===== config.mk =====
export PLATFORM = sky130hd
export DESIGN_NAME = cmux_basic_frame_receiver
export DESIGN_NICKNAME = d
export VERILOG_FILES = /design/src/rtl/cmuxr_pkg.sv /design/src/rtl/cmuxr_crc.sv /design/src/rtl/cmuxr_store.sv /design/src/rtl/cmux_basic_frame_receiver.sv
export VERILOG_INCLUDE_DIRS = /design/src /design/src/rtl
export SDC_FILE = /design/constraint.sdc
export NUM_CORES = 1
export LEC_CHECK = 0
export BUFFER_PORTS_ARGS = -buffer_cell sky130_fd_sc_hd__buf_4
export CORE_ASPECT_RATIO = 0.75
export CORE_MARGIN = 8
export CORE_UTILIZATION = 60
export DETAILED_ROUTE_END_ITERATION = 10
export PLACE_DENSITY = 0.77
export SYNTH_ARGS = -nofsm -noshare
export SYNTH_HDL_FRONTEND = slang
export SYNTH_SLANG_ARGS = --single-unit

===== constraint.sdc =====
create_clock -name clk -period 7 [get_ports clk]
set_input_delay 0.7 -clock clk [delete_from_list [all_inputs] [get_ports clk]]
set_output_delay 0.7 -clock clk [all_outputs]
set_load 0.05 [all_outputs]

===== src/rtl/cmux_basic_frame_receiver_macros.svh =====
// Assertion macros for the basic-mode multiplexer frame receiver.
// Used by the top level only; needs no other file.
`ifndef CMUX_BASIC_FRAME_RECEIVER_MACROS_SVH
`define CMUX_BASIC_FRAME_RECEIVER_MACROS_SVH

// Implication in the same cycle, disabled during reset.
`define CMUXR_ASSERT_NOW(label, clk, rst, ante, cons, msg) \
  label: assert property (@(posedge clk) disable iff (rst) (ante) |-> (cons)) else $error(msg);

// Implication in the next cycle, disabled during reset.
`define CMUXR_ASSERT_NEXT(label, clk, rst, ante, cons, msg) \
  label: assert property (@(posedge clk) disable iff (rst) (ante) |=> (cons)) else $error(msg);

`endif


===== src/rtl/cmuxr_pkg.sv =====
// Shared types and constants of the multiplexer frame receiver.
// No dependencies; imported by every module of the block.
`default_nettype none

package cmuxr_pkg;

  // Frame delimiters and control codes.
  localparam logic [7:0] SOF_FLAG   = 8'hF9;
  localparam logic [7:0] CTL_UA_PF  = 8'h73;
  localparam logic [7:0] CTL_UIH_PF = 8'hFF;

  // Reflected CRC-8 used for the FCS.
  localparam logic [7:0] CRC_INIT = 8'hFF;
  localparam logic [7:0] CRC_POLY = 8'hE0;
  localparam logic [7:0] FCS_BASE = 8'hFF;

  // Result event codes.
  localparam logic [2:0] EV_GOOD     = 3'd0;
  localparam logic [2:0] EV_PAYLOAD  = 3'd1;
  localparam logic [2:0] EV_FCS_ERR  = 3'd2;
  localparam logic [2:0] EV_FLAG_ERR = 3'd3;
  localparam logic [2:0] EV_OVERFLOW = 3'd4;
  localparam logic [2:0] EV_UNKNOWN  = 3'd5;

  // Channel state codes.
  localparam logic [1:0] CS_CLOSED  = 2'd0;
  localparam logic [1:0] CS_OPENING = 2'd1;
  localparam logic [1:0] CS_OPEN    = 2'd2;

  // Sequencer states.
  typedef enum logic [3:0] {
    S_IDLE = 4'b0001,
    S_OUT  = 4'b0010,
    S_RD   = 4'b0100,
    S_LOAD = 4'b1000
  } seq_state_t;

  // Control of the header checksum unit.
  typedef struct packed {
    logic       clear;
    logic       update;
    logic [7:0] data;
  } crc_ctrl_t;

endpackage

`default_nettype wire


===== src/rtl/cmuxr_crc.sv =====
// Header checksum unit: folds one byte per enabled cycle into a CRC-8.
// Depends on cmuxr_pkg.
`default_nettype none

module cmuxr_crc
  import cmuxr_pkg::*;
(
  input  wire logic      clk,
  input  wire crc_ctrl_t ctrl,
  output logic [7:0]     crc
);

  logic [7:0] crc_next;

  // Bitwise reflected CRC over one byte.
  always_comb begin
    crc_next = crc ^ ctrl.data;
    for (int i = 0; i < 8; i++) begin
      crc_next = crc_next[0] ? ((crc_next >> 1) ^ CRC_POLY) : (crc_next >> 1);
    end
  end

  // The register is restarted at each opening flag.
  always_ff @(posedge clk) begin
    if (ctrl.clear) begin
      crc <= CRC_INIT;
    end else if (ctrl.update) begin
      crc <= crc_next;
    end
  end

endmodule

`default_nettype wire


===== src/rtl/cmuxr_store.sv =====
// Frame byte store: one write port and one registered read port.
// Depends on cmuxr_pkg.
`default_nettype none

module cmuxr_store
  import cmuxr_pkg::*;
#(
  parameter int DEPTH = 64,
  parameter int AW    = 6
) (
  input  wire logic          clk,
  input  wire logic          wr_en,
  input  wire logic [AW-1:0] wr_addr,
  input  wire logic [7:0]    wr_data,
  input  wire logic [AW-1:0] rd_addr,
  output logic [7:0]         rd_data
);

  logic [7:0] mem [DEPTH];

  // Write of each kept byte.
  always_ff @(posedge clk) begin
    if (wr_en) begin
      mem[wr_addr] <= wr_data;
    end
  end

  // Registered read for the payload sweep.
  always_ff @(posedge clk) begin
    rd_data <= mem[rd_addr];
  end

endmodule

`default_nettype wire


===== src/rtl/cmux_basic_frame_receiver.sv =====
// Basic-mode multiplexer frame receiver: top level with the byte sequencer.
// Depends on cmuxr_pkg, cmuxr_crc, cmuxr_store and the macros header.
//
// Usage: received bytes enter on rx_byte with in_valid; a transaction takes
// place when in_valid is high and in_stall is low. Results leave on the
// output fields with out_valid and are taken when out_stall is low.
// A byte that completes nothing gives no result and does not hold the input.
// A byte that closes a frame or overflows the store gives one result that
// is ready in the cycle after the byte; the next byte is taken once that
// result has been taken. A good UIH frame with P/F set and payload on an
// open or opening channel gives one result per payload byte, each read
// from the frame store through the steps read address, registered read
// data and output register; the input is held until the last is taken.
// The last result caused by a byte carries last high.
// While out_stall is high the result register holds its value and
// in_stall stays high. Reset returns the sequencer to idle, drops any
// partial frame, clears the counters and leaves channel 0 opening.
`default_nettype none

module cmux_basic_frame_receiver
  import cmuxr_pkg::*;
#(
  parameter int MAX_FRAME     = 64,
  parameter int DATA_CHANNELS = 4
) (
  input  wire logic        clk,
  input  wire logic        rst,
  input  wire logic        in_valid,
  output logic             in_stall,
  input  wire logic [7:0]  rx_byte,
  output logic             out_valid,
  input  wire logic        out_stall,
  output logic [2:0]       event_res,
  output logic [5:0]       channel,
  output logic [7:0]       control,
  output logic [7:0]       data_byte,
  output logic             last,
  output logic             open_next,
  output logic [1:0]       chan_state,
  output logic             mux_up,
  output logic [15:0]      error_count,
  output logic [15:0]      good_count
);

  localparam int WPW = $clog2(MAX_FRAME + 1);
  localparam int AW  = $clog2(MAX_FRAME);
  localparam int PW  = $clog2(DATA_CHANNELS + 2);
  localparam logic [WPW-1:0] WP_FULL = WPW'(MAX_FRAME);
  localparam logic [5:0]     DC_CH   = 6'(DATA_CHANNELS);
  localparam logic [PW-1:0]  P_ALL   = PW'(DATA_CHANNELS + 1);

  seq_state_t     state;
  logic [WPW-1:0] write_pos;
  logic [15:0]    expected_len;
  logic           second_len_pending;
  logic [2:0]     payload_start;
  logic [5:0]     ch_reg;
  logic [7:0]     ctl_reg;
  logic [7:0]     prev_byte;
  // Channels below open_ptr are open, open_ptr itself is opening.
  logic [PW-1:0]  open_ptr;
  logic [AW-1:0]  rd_ptr;
  logic [AW-1:0]  end_ptr;

  logic [7:0]     crc;
  logic [7:0]     rd_data;
  crc_ctrl_t      crc_ctrl;
  logic           take;

  // Byte decode signals.
  logic           ovf;
  logic [WPW-1:0] wpe;
  logic [WPW-1:0] wpn;
  logic [WPW-1:0] fcs_pos;
  logic [15:0]    exp_cur;
  logic [15:0]    exp_next;
  logic           spend_cur;
  logic           spend_next;
  logic [2:0]     ps_next;
  logic           keep;
  logic           finish;
  logic [15:0]    err_sat;
  logic           fcs_ok;
  logic           known;
  logic           ua;
  logic [PW-1:0]  p_next;
  logic [1:0]     st_after;
  logic [1:0]     st_now;
  logic           deliver;

  function automatic logic [1:0] state_of(logic [5:0] ch, logic [PW-1:0] p);
    logic [1:0] s;
    if (ch > DC_CH) begin
      s = CS_CLOSED;
    end else if (ch < 6'(p)) begin
      s = CS_OPEN;
    end else if (ch == 6'(p)) begin
      s = CS_OPENING;
    end else begin
      s = CS_CLOSED;
    end
    return s;
  endfunction

  assign in_stall = (state != S_IDLE);
  assign take     = in_valid && (state == S_IDLE);

  // Decode of one received byte against the frame position.
  always_comb begin
    ovf        = (write_pos == WP_FULL);
    wpe        = ovf ? '0 : write_pos;
    exp_cur    = ovf ? '0 : expected_len;
    spend_cur  = ovf ? 1'b0 : second_len_pending;
    ps_next    = ovf ? 3'd0 : payload_start;
    keep       = !((wpe == '0) && (rx_byte != SOF_FLAG)) &&
                 !((wpe == WPW'(1)) && (rx_byte == SOF_FLAG));
    wpn        = wpe + WPW'(1);
    exp_next   = exp_cur;
    spend_next = spend_cur;
    if (keep) begin
      if (wpn == WPW'(4)) begin
        spend_next = !rx_byte[0];
        exp_next   = {9'd0, rx_byte[7:1]} + (spend_next ? 16'd7 : 16'd6);
        ps_next    = spend_next ? 3'd5 : 3'd4;
      end else if ((wpn == WPW'(5)) && spend_cur) begin
        exp_next   = exp_cur + {1'b0, rx_byte, 7'd0};
        spend_next = 1'b0;
      end
    end
    finish   = keep && (16'(wpn) == exp_next);
    fcs_pos  = wpn - WPW'(2);
    err_sat  = (error_count == 16'hFFFF) ? error_count : error_count + 16'd1;
    fcs_ok   = ((FCS_BASE - crc) == prev_byte);
    known    = (ch_reg <= DC_CH);
    ua       = known && (ch_reg == 6'(open_ptr)) && (ctl_reg == CTL_UA_PF);
    p_next   = ua ? open_ptr + PW'(1) : open_ptr;
    st_after = state_of(ch_reg, p_next);
    st_now   = state_of(ch_reg, open_ptr);
    deliver  = ((st_after == CS_OPENING) || (st_after == CS_OPEN)) &&
               (ctl_reg == CTL_UIH_PF) && (fcs_pos > WPW'(ps_next));
  end

  // Header bytes 1 to 3, and the second length byte, feed the checksum.
  always_comb begin
    crc_ctrl.data   = rx_byte;
    crc_ctrl.clear  = take && keep && (wpe == '0);
    crc_ctrl.update = take && keep &&
                      ((wpe == WPW'(1)) || (wpe == WPW'(2)) || (wpe == WPW'(3)) ||
                       ((wpe == WPW'(4)) && spend_cur));
  end

  cmuxr_crc u_crc (
    .clk  (clk),
    .ctrl (crc_ctrl),
    .crc  (crc)
  );

  cmuxr_store #(
    .DEPTH (MAX_FRAME),
    .AW    (AW)
  ) u_store (
    .clk     (clk),
    .wr_en   (take && keep),
    .wr_addr (wpe[AW-1:0]),
    .wr_data (rx_byte),
    .rd_addr (rd_ptr),
    .rd_data (rd_data)
  );

  // Frame tracking and the result sequencer.
  always_ff @(posedge clk) begin
    if (rst) begin
      state              <= S_IDLE;
      write_pos          <= '0;
      expected_len       <= '0;
      second_len_pending <= 1'b0;
      payload_start      <= '0;
      open_ptr           <= '0;
      error_count        <= '0;
      good_count         <= '0;
      out_valid          <= 1'b0;
    end else begin
      unique case (state)
        S_IDLE: begin
          if (in_valid) begin
            if (keep) begin
              prev_byte <= rx_byte;
              if (wpe == WPW'(1)) begin
                ch_reg <= rx_byte[7:2];
              end
              if (wpe == WPW'(2)) begin
                ctl_reg <= rx_byte;
              end
            end
            if (finish) begin
              write_pos          <= '0;
              expected_len       <= '0;
              second_len_pending <= 1'b0;
              payload_start      <= '0;
            end else begin
              write_pos          <= keep ? wpn : wpe;
              expected_len       <= exp_next;
              second_len_pending <= spend_next;
              payload_start      <= ps_next;
            end
            // Common fields of any result of this byte.
            channel    <= ch_reg;
            control    <= ctl_reg;
            data_byte  <= '0;
            last       <= 1'b1;
            open_next  <= 1'b0;
            chan_state <= st_now;
            mux_up     <= (open_ptr == P_ALL);
            if (ovf) begin
              event_res   <= EV_OVERFLOW;
              error_count <= err_sat;
              out_valid   <= 1'b1;
              state       <= S_OUT;
            end else if (finish) begin
              if (rx_byte != SOF_FLAG) begin
                event_res   <= EV_FLAG_ERR;
                error_count <= err_sat;
                out_valid   <= 1'b1;
                state       <= S_OUT;
              end else if (!fcs_ok) begin
                event_res   <= EV_FCS_ERR;
                error_count <= err_sat;
                out_valid   <= 1'b1;
                state       <= S_OUT;
              end else if (!known) begin
                event_res <= EV_UNKNOWN;
                out_valid <= 1'b1;
                state     <= S_OUT;
              end else begin
                good_count <= good_count + 16'd1;
                open_ptr   <= p_next;
                open_next  <= ua && (ch_reg < DC_CH);
                chan_state <= st_after;
                mux_up     <= (p_next == P_ALL);
                if (deliver) begin
                  event_res <= EV_PAYLOAD;
                  rd_ptr    <= AW'(ps_next);
                  end_ptr   <= AW'(fcs_pos - WPW'(1));
                  state     <= S_RD;
                end else begin
                  event_res <= EV_GOOD;
                  out_valid <= 1'b1;
                  state     <= S_OUT;
                end
              end
            end
          end
        end
        S_RD: begin
          state <= S_LOAD;
        end
        S_LOAD: begin
          data_byte <= rd_data;
          last      <= (rd_ptr == end_ptr);
          out_valid <= 1'b1;
          state     <= S_OUT;
        end
        S_OUT: begin
          if (!out_stall) begin
            out_valid <= 1'b0;
            if (last) begin
              state <= S_IDLE;
            end else begin
              rd_ptr <= rd_ptr + AW'(1);
              state  <= S_RD;
            end
          end
        end
        default: begin
          state <= S_IDLE;
        end
      endcase
    end
  end

`include "cmux_basic_frame_receiver_macros.svh"

  // Input is only taken with the result register empty.
  `CMUXR_ASSERT_NOW(a_idle_empty, clk, rst, !in_stall, !out_valid, "input open with result pending")
  // Only payload runs give more than one result per byte.
  `CMUXR_ASSERT_NOW(a_single_last, clk, rst, out_valid && (event_res != EV_PAYLOAD), last, "non-payload result without last")
  // After a non-final payload result is taken the input stays closed.
  `CMUXR_ASSERT_NEXT(a_run_holds, clk, rst, out_valid && !out_stall && !last, in_stall, "input opened inside a payload run")

endmodule

`default_nettype wire


==> results of run 1 <==
==> final cells by class <==
cell class                      count  area share, %
Inverter                           30          0.357
Sequential cell                   659           60.1
Antenna cell                        1        0.00794
Timing Repair Buffer              102           2.47
Clock inverter                     35           1.38
Clock buffer                       79           5.05
Tap cell                          639           2.54
Multi-Input combinational cell   1160           28.1
==> cell families (layout without fill, tap and decap cells) <==
kind of cell | Yosys count | after routing | synth area share, %
flops | 659 | 659 | 66.9
simple gates | 485 | 485 | 8.39
compound gates | 356 | 356 | 8.03
mux | 221 | 221 | 11.2
buf+inv | 139 | 246 | 1.99
xor+xnor | 63 | 63 | 1.99
fa+ha+maj | 35 | 35 | 1.57
other cells | 0 | 1 | 0
==> path summary, 6_finish.rpt <==
| kind | start | endpoint | slack [ns] | cells after the start |
|---|---|---|---|---|
| worst max-delay path | write_pos[1] | open_ptr[2] | 0.89 | 18 |
| worst min-delay path | rx_byte[0] | u_store.mem[1][0] | 0.45 | 1 |
| worst max register to register | write_pos[1] | open_ptr[2] | 0.89 | 18 |
| worst min register to register | ch_reg[3] | channel[3] | 0.45 | 0 |
==> worst max-delay path, stage by stage (launching register included) <==
cell and delay (ns):
dfxtp_1 0.61, inv_1 0.20, ha_1 0.27, and3b_1 0.22
nand2_1 0.47, and2_1 0.24, ha_1 0.18, inv_1 0.06
fa_1 0.41, nor2b_1 0.17, o221ai_1 0.18, a21oi_1 0.26
o21a_1 0.17, o21ai_0 0.15, a211oi_1 0.42, and4_1 0.45
nand2_1 0.64, nor4_1 0.52, mux2_2 0.38
==> placed cells by master (no fill, tap or decap), types with 11 or more instances in the layout <==
cell / instances
ha_1: 34
clkbuf_16: 60
mux2_2: 36
and3_1: 17
edfxtp_1: 576
dfxtp_1: 83
a21oi_1: 110
nand3_1: 50
inv_1: 30
a211oi_1: 11
o21ai_0: 73
nor2b_1: 18
or3_1: 18
clkbuf_1: 17
o22ai_1: 35
mux4_2: 72
nor4_1: 13
nor2_1: 147
mux2i_1: 105
and2_1: 23
xor2_1: 25
nor3_1: 20
o221ai_1: 33
xnor2_1: 37
nand4_1: 12
buf_4: 101
nand2_1: 119
==> power by group through the flow <==
stage               logic, mW  registers [mW]  clock network (mW)
finish                  0.436            4.34                3.38
floorplan               0.257            4.44                   0
global placement        0.415            4.42                   0
global route            0.470            4.34                3.56
detailed placement      0.428            4.42                   0
CTS                     0.434            4.34                3.40
==> metrics by stage <==
step	area, sq um	util (%)	power, mW
5_1_grt	31500	67.0	8.37
6_report	31500	67.0	8.15
3_3_place_gp	29500	62.7	4.83
4_1_cts	31500	67.0	8.18
3_5_place_dp	29500	62.7	4.85
2_1_floorplan	28400	-	4.70
==> metal layers <==
metal  wire length, um  part of all wire, %  GRT usage, %
met3              7220                   10          6.01
met4              1130                  1.6          5.94
met1             29500                   43          37.0
met2             31300                   45          38.1
met5                 0                    0             0
==> summary.txt, run 1 <==
status: completed
Synth Cell Area: 28400 sq um
Max-Cap Viols: 0
count leader, synth: edfxtp_1
Resized Gates After CTS: 0
syn nets: 2005
Sequential Power Share: 53.2%
min-delay worst type: primary input to flop
final setup vio count: 0
Non-Filler Instances: 2705
EDFF count, synth: 576
switch share: 21.8%
DRT iter0 DRCs: 2057
FF+latch area: 19000 sq um
most instantiated cells after synthesis: edfxtp_1, nor2_1, nand2_1, a21oi_1, mux2i_1
hold buffer count at cts: 0
first-pass GRT wire length: 105000 um
antenna-violating nets left: 0
Psw: 1.78 mW
Critical Path AT: 6.64 ns
Area growth, synth to finish: 11.2%
Setup Buffers After CTS: 0
top cells by area, synth: edfxtp_1, dfxtp_1, mux4_2
WL final: 69100 um
setup_tns: 0 ns
Setup CP Type: flop to flop
DR WL/cell: 25.6 um
Top reg by flops: u_store.mem
post-synthesis sequential area ratio: 66.9%
Layout fillers: 3173
Yosys cell types: 84
vias in the first global route: 16974
placed insts: 2590
largest net degree at the start of global routing: 114
TritonCTS clock tree: yes
initial antenna violation count: 1
pwr dens: 258 nW/um^2
final net count: 2060
GPL Wtd Cong: 0.963
critical path peak fanout: 27
worst vdd ir: 250 uV
routed vias: 17503
Relative slew margins: 20.8%
gr usage total: 25.2%
Worst-Margin Slew: 1.18 ns
max reg flops: 512
post-synth top area share: 61.0%
clock skew: 0.0221 ns
Max Slew Vio Count: 0
die area: 54500 sq um
Period Utilization, post-route: 87.3%
placement row count: 69
layout cells sized above 1: 15.8%
CTS Root Buffer Type: clkbuf_16
total gr overflow: 0
worst slack, placed: 1.02 ns
Leak: 10.4 nW
final hold slack: 0.447 ns
Initial Util: 60.3%
Post-synth top flop: edfxtp_1
Synth async-reset ratio: 0%
clk_lat worst skew: 0.64 ns
Avg Synthesized Cell Area: 14.5 sq um
TritonCTS Sinks: 659
io pins: 76
largest area contributor in the netlist: edfxtp_1
Die X: 267 um
Clk pin slew, worst setup/hold paths: 0.07 ns
core area: 47100 sq um
YS warnings: 0
Internal Power: 6.37 mW
hpwl dp: 44500 um
DRC: 0
number of port buffers: 75
critical path launch point type: flop
combinational power share: 5.3%
crit end category: flop
Mapped Cells: 1958
H-tree levels: 2
vias per cell: 6.47
Final Hold Fails: 0
clock power share: 41.4%
Num CTS Buffers: 60
die height: 204 um
RSZ-0062 raised after global routing: no
Final Critical Period: 6.11 ns
area of the multi-input gates: 8850 sq um
Yosys reg bits: 659
Required @ worst endpoint: 7.53 ns
DR pass1 iterations: 5
fmax: 0.164 GHz
final setup margin: 0.886 ns
Clock Tree Buf Depth: 3
(Power assumes the default switching activity.)
==> run 2, diff against run 1 <==
--- a/config.mk
+++ b/config.mk
@@ -7,11 +7,14 @@
 export NUM_CORES = 1
 export LEC_CHECK = 0
 export BUFFER_PORTS_ARGS = -buffer_cell sky130_fd_sc_hd__buf_4
+export CELL_PAD_IN_SITES_DETAIL_PLACEMENT = 1
+export CELL_PAD_IN_SITES_GLOBAL_PLACEMENT = 1
 export CORE_ASPECT_RATIO = 0.75
 export CORE_MARGIN = 8
-export CORE_UTILIZATION = 60
+export CORE_UTILIZATION = 53
 export DETAILED_ROUTE_END_ITERATION = 10
-export PLACE_DENSITY = 0.77
+export GPL_ROUTABILITY_DRIVEN = 0
+export PLACE_DENSITY_LB_ADDON = 0.1
 export SYNTH_ARGS = -nofsm -noshare
 export SYNTH_HDL_FRONTEND = slang
 export SYNTH_SLANG_ARGS = --single-unit
==> run 2 against run 1 <==
Effect of this change: first-iteration DRC count decreased by 23%; routed wire length up 17%; design area increased by 0.60%; core utilization is 7.1 points lower; worst setup slack gained 0.0017 ns; clock power increased by 3%; register-to-register slack barely moved; via count is 2.5% higher; fmax about the same; global-route usage increased by 0.73 points; clock skew is 0.0037 ns lower; flip-flop and latch count stayed put; critical path type unchanged.
==> summary.txt, run 2 (synthesis results as in run 1) <==
status: completed
io pins: 76
largest net degree at the start of global routing: 91
final net count: 2071
initial antenna violation count: 3
die height: 216 um
routed vias: 17934
fmax: 0.164 GHz
placed insts: 2667
critical path peak fanout: 27
setup_tns: 0 ns
wire length on met3: 5950 um
Num CTS Buffers: 67
hold buffer count at cts: 0
gr usage total: 25.9%
WL final: 80700 um
Max Slew Vio Count: 0
Slowest Stage Delay on Critical Path: 0.68 ns
final setup vio count: 0
max reg flops: 512
hpwl dp: 52800 um
Initial Util: 53.5%
Area growth, synth to finish: 11.9%
Setup CP Type: flop to flop
total gr overflow: 0
H-tree levels: 3
first-pass GRT wire length: 120000 um
most frequent cells in the layout: edfxtp_1, nor2_1, nand2_1, a21oi_1, mux2i_1
reg-to-reg slack, setup: 0.89 ns
layout cells sized above 1: 15.9%
Buffers & Inverters on Critical Path: 2
Setup Buffers After CTS: 0
Relative slew margins: 15.5%
DRT iter0 DRCs: 1579
RSZ-0062 raised after global routing: no
wl on met1: 36100 um
placed cell areas: 29600 sq um
core area: 53000 sq um
min-delay worst type: primary input to flop
DR pass1 iterations: 5
clock skew: 0.0184 ns
Non-Filler Instances: 2788
die area: 61200 sq um
CTS Root Buffer Type: clkbuf_16
wire length on met2: 37200 um
Clk pin slew, worst setup/hold paths: 0.07 ns
TritonCTS clock tree: yes
top sig layer: met4
critical path's top delay family: simple AND/OR/NAND/NOR gates
Max-Cap Viols: 0
crit end category: flop
worst vdd ir: 225 uV
Worst-Margin Slew: 1.26 ns
Required @ worst endpoint: 7.48 ns
DR WL/cell: 28.9 um
vias in the first global route: 18441
clk_lat worst skew: 0.60 ns
placement row count: 73
Final Hold Fails: 0
commonest non-fill, non-tap cell in the layout: edfxtp_1
DRC: 0
pwr dens: 261 nW/um^2
Period Utilization, post-route: 87.3%
Cell Chain, Critical Path: inv_1, ha_1, and3b_1, nand2_1, and2_1, ha_1, inv_1, fa_1, nor2b_1, o221ai_1, a21oi_1, o21a_1, o21ai_0, a211oi_1, and4_1, nand2_1, nor4_1, mux2_1
CP max stage cell: nand2_1
antenna-violating nets left: 0
Resized Gates After CTS: 0
number of port buffers: 75
design area: 31700 sq um
critical path launch point type: flop
Leak: 10.5 nW
Final Critical Period: 6.11 ns
TritonCTS Sinks: 659
vias per cell: 6.43
Clock Tree Buf Depth: 3
Die X: 283 um
Critical Path AT: 6.59 ns
Top reg by flops: u_store.mem
-- run 2: where the power goes --
part	leakage [nW]	switching, mW	internal (mW)
logic	3.59	0.292	0.157
registers	5.86	0.0421	4.30
clock network	1.01	1.51	1.97
-- run 2: cell type report --
cell class,count,area [sq um]
flip-flops and latches,659,19000
clock buffers,91,1820
diodes,2,5.00
inverters,30,113
repair buffers,106,821
clock inverters,28,245
fillers,4995,21300
multi-input cells,1160,8870
well taps,712,891
-- run 2: metrics by stage --
stage	hold slack (ns)	setup slack, ns	utilization (%)	power [mW]
after CTS	0.418	1.04	59.9	8.32
after global placement	0.423	1.38	56.0	4.84
after detailed placement	0.433	1.10	56.0	4.87
final	0.444	0.887	59.9	8.27
after floorplan	0.417	2.13	-	4.70
after global routing	0.419	0.490	59.9	8.49
-- run 2: path summary, 6_finish.rpt --
check,end,depth (start not counted),from
worst max-delay path,good_count[4],18,write_pos[1]
worst min-delay path,u_store.mem[29][0],1,rx_byte[0]
worst max register to register,good_count[4],18,write_pos[1]
worst min register to register,channel[4],0,ch_reg[4]
-- run 2: metal layers --
metal,global-route usage (%),vias to the layer above
li1,-,7739
met1,37.9,9387
met2,40.3,692
met3,4.89,116
met4,6.04,0
met5,0,-
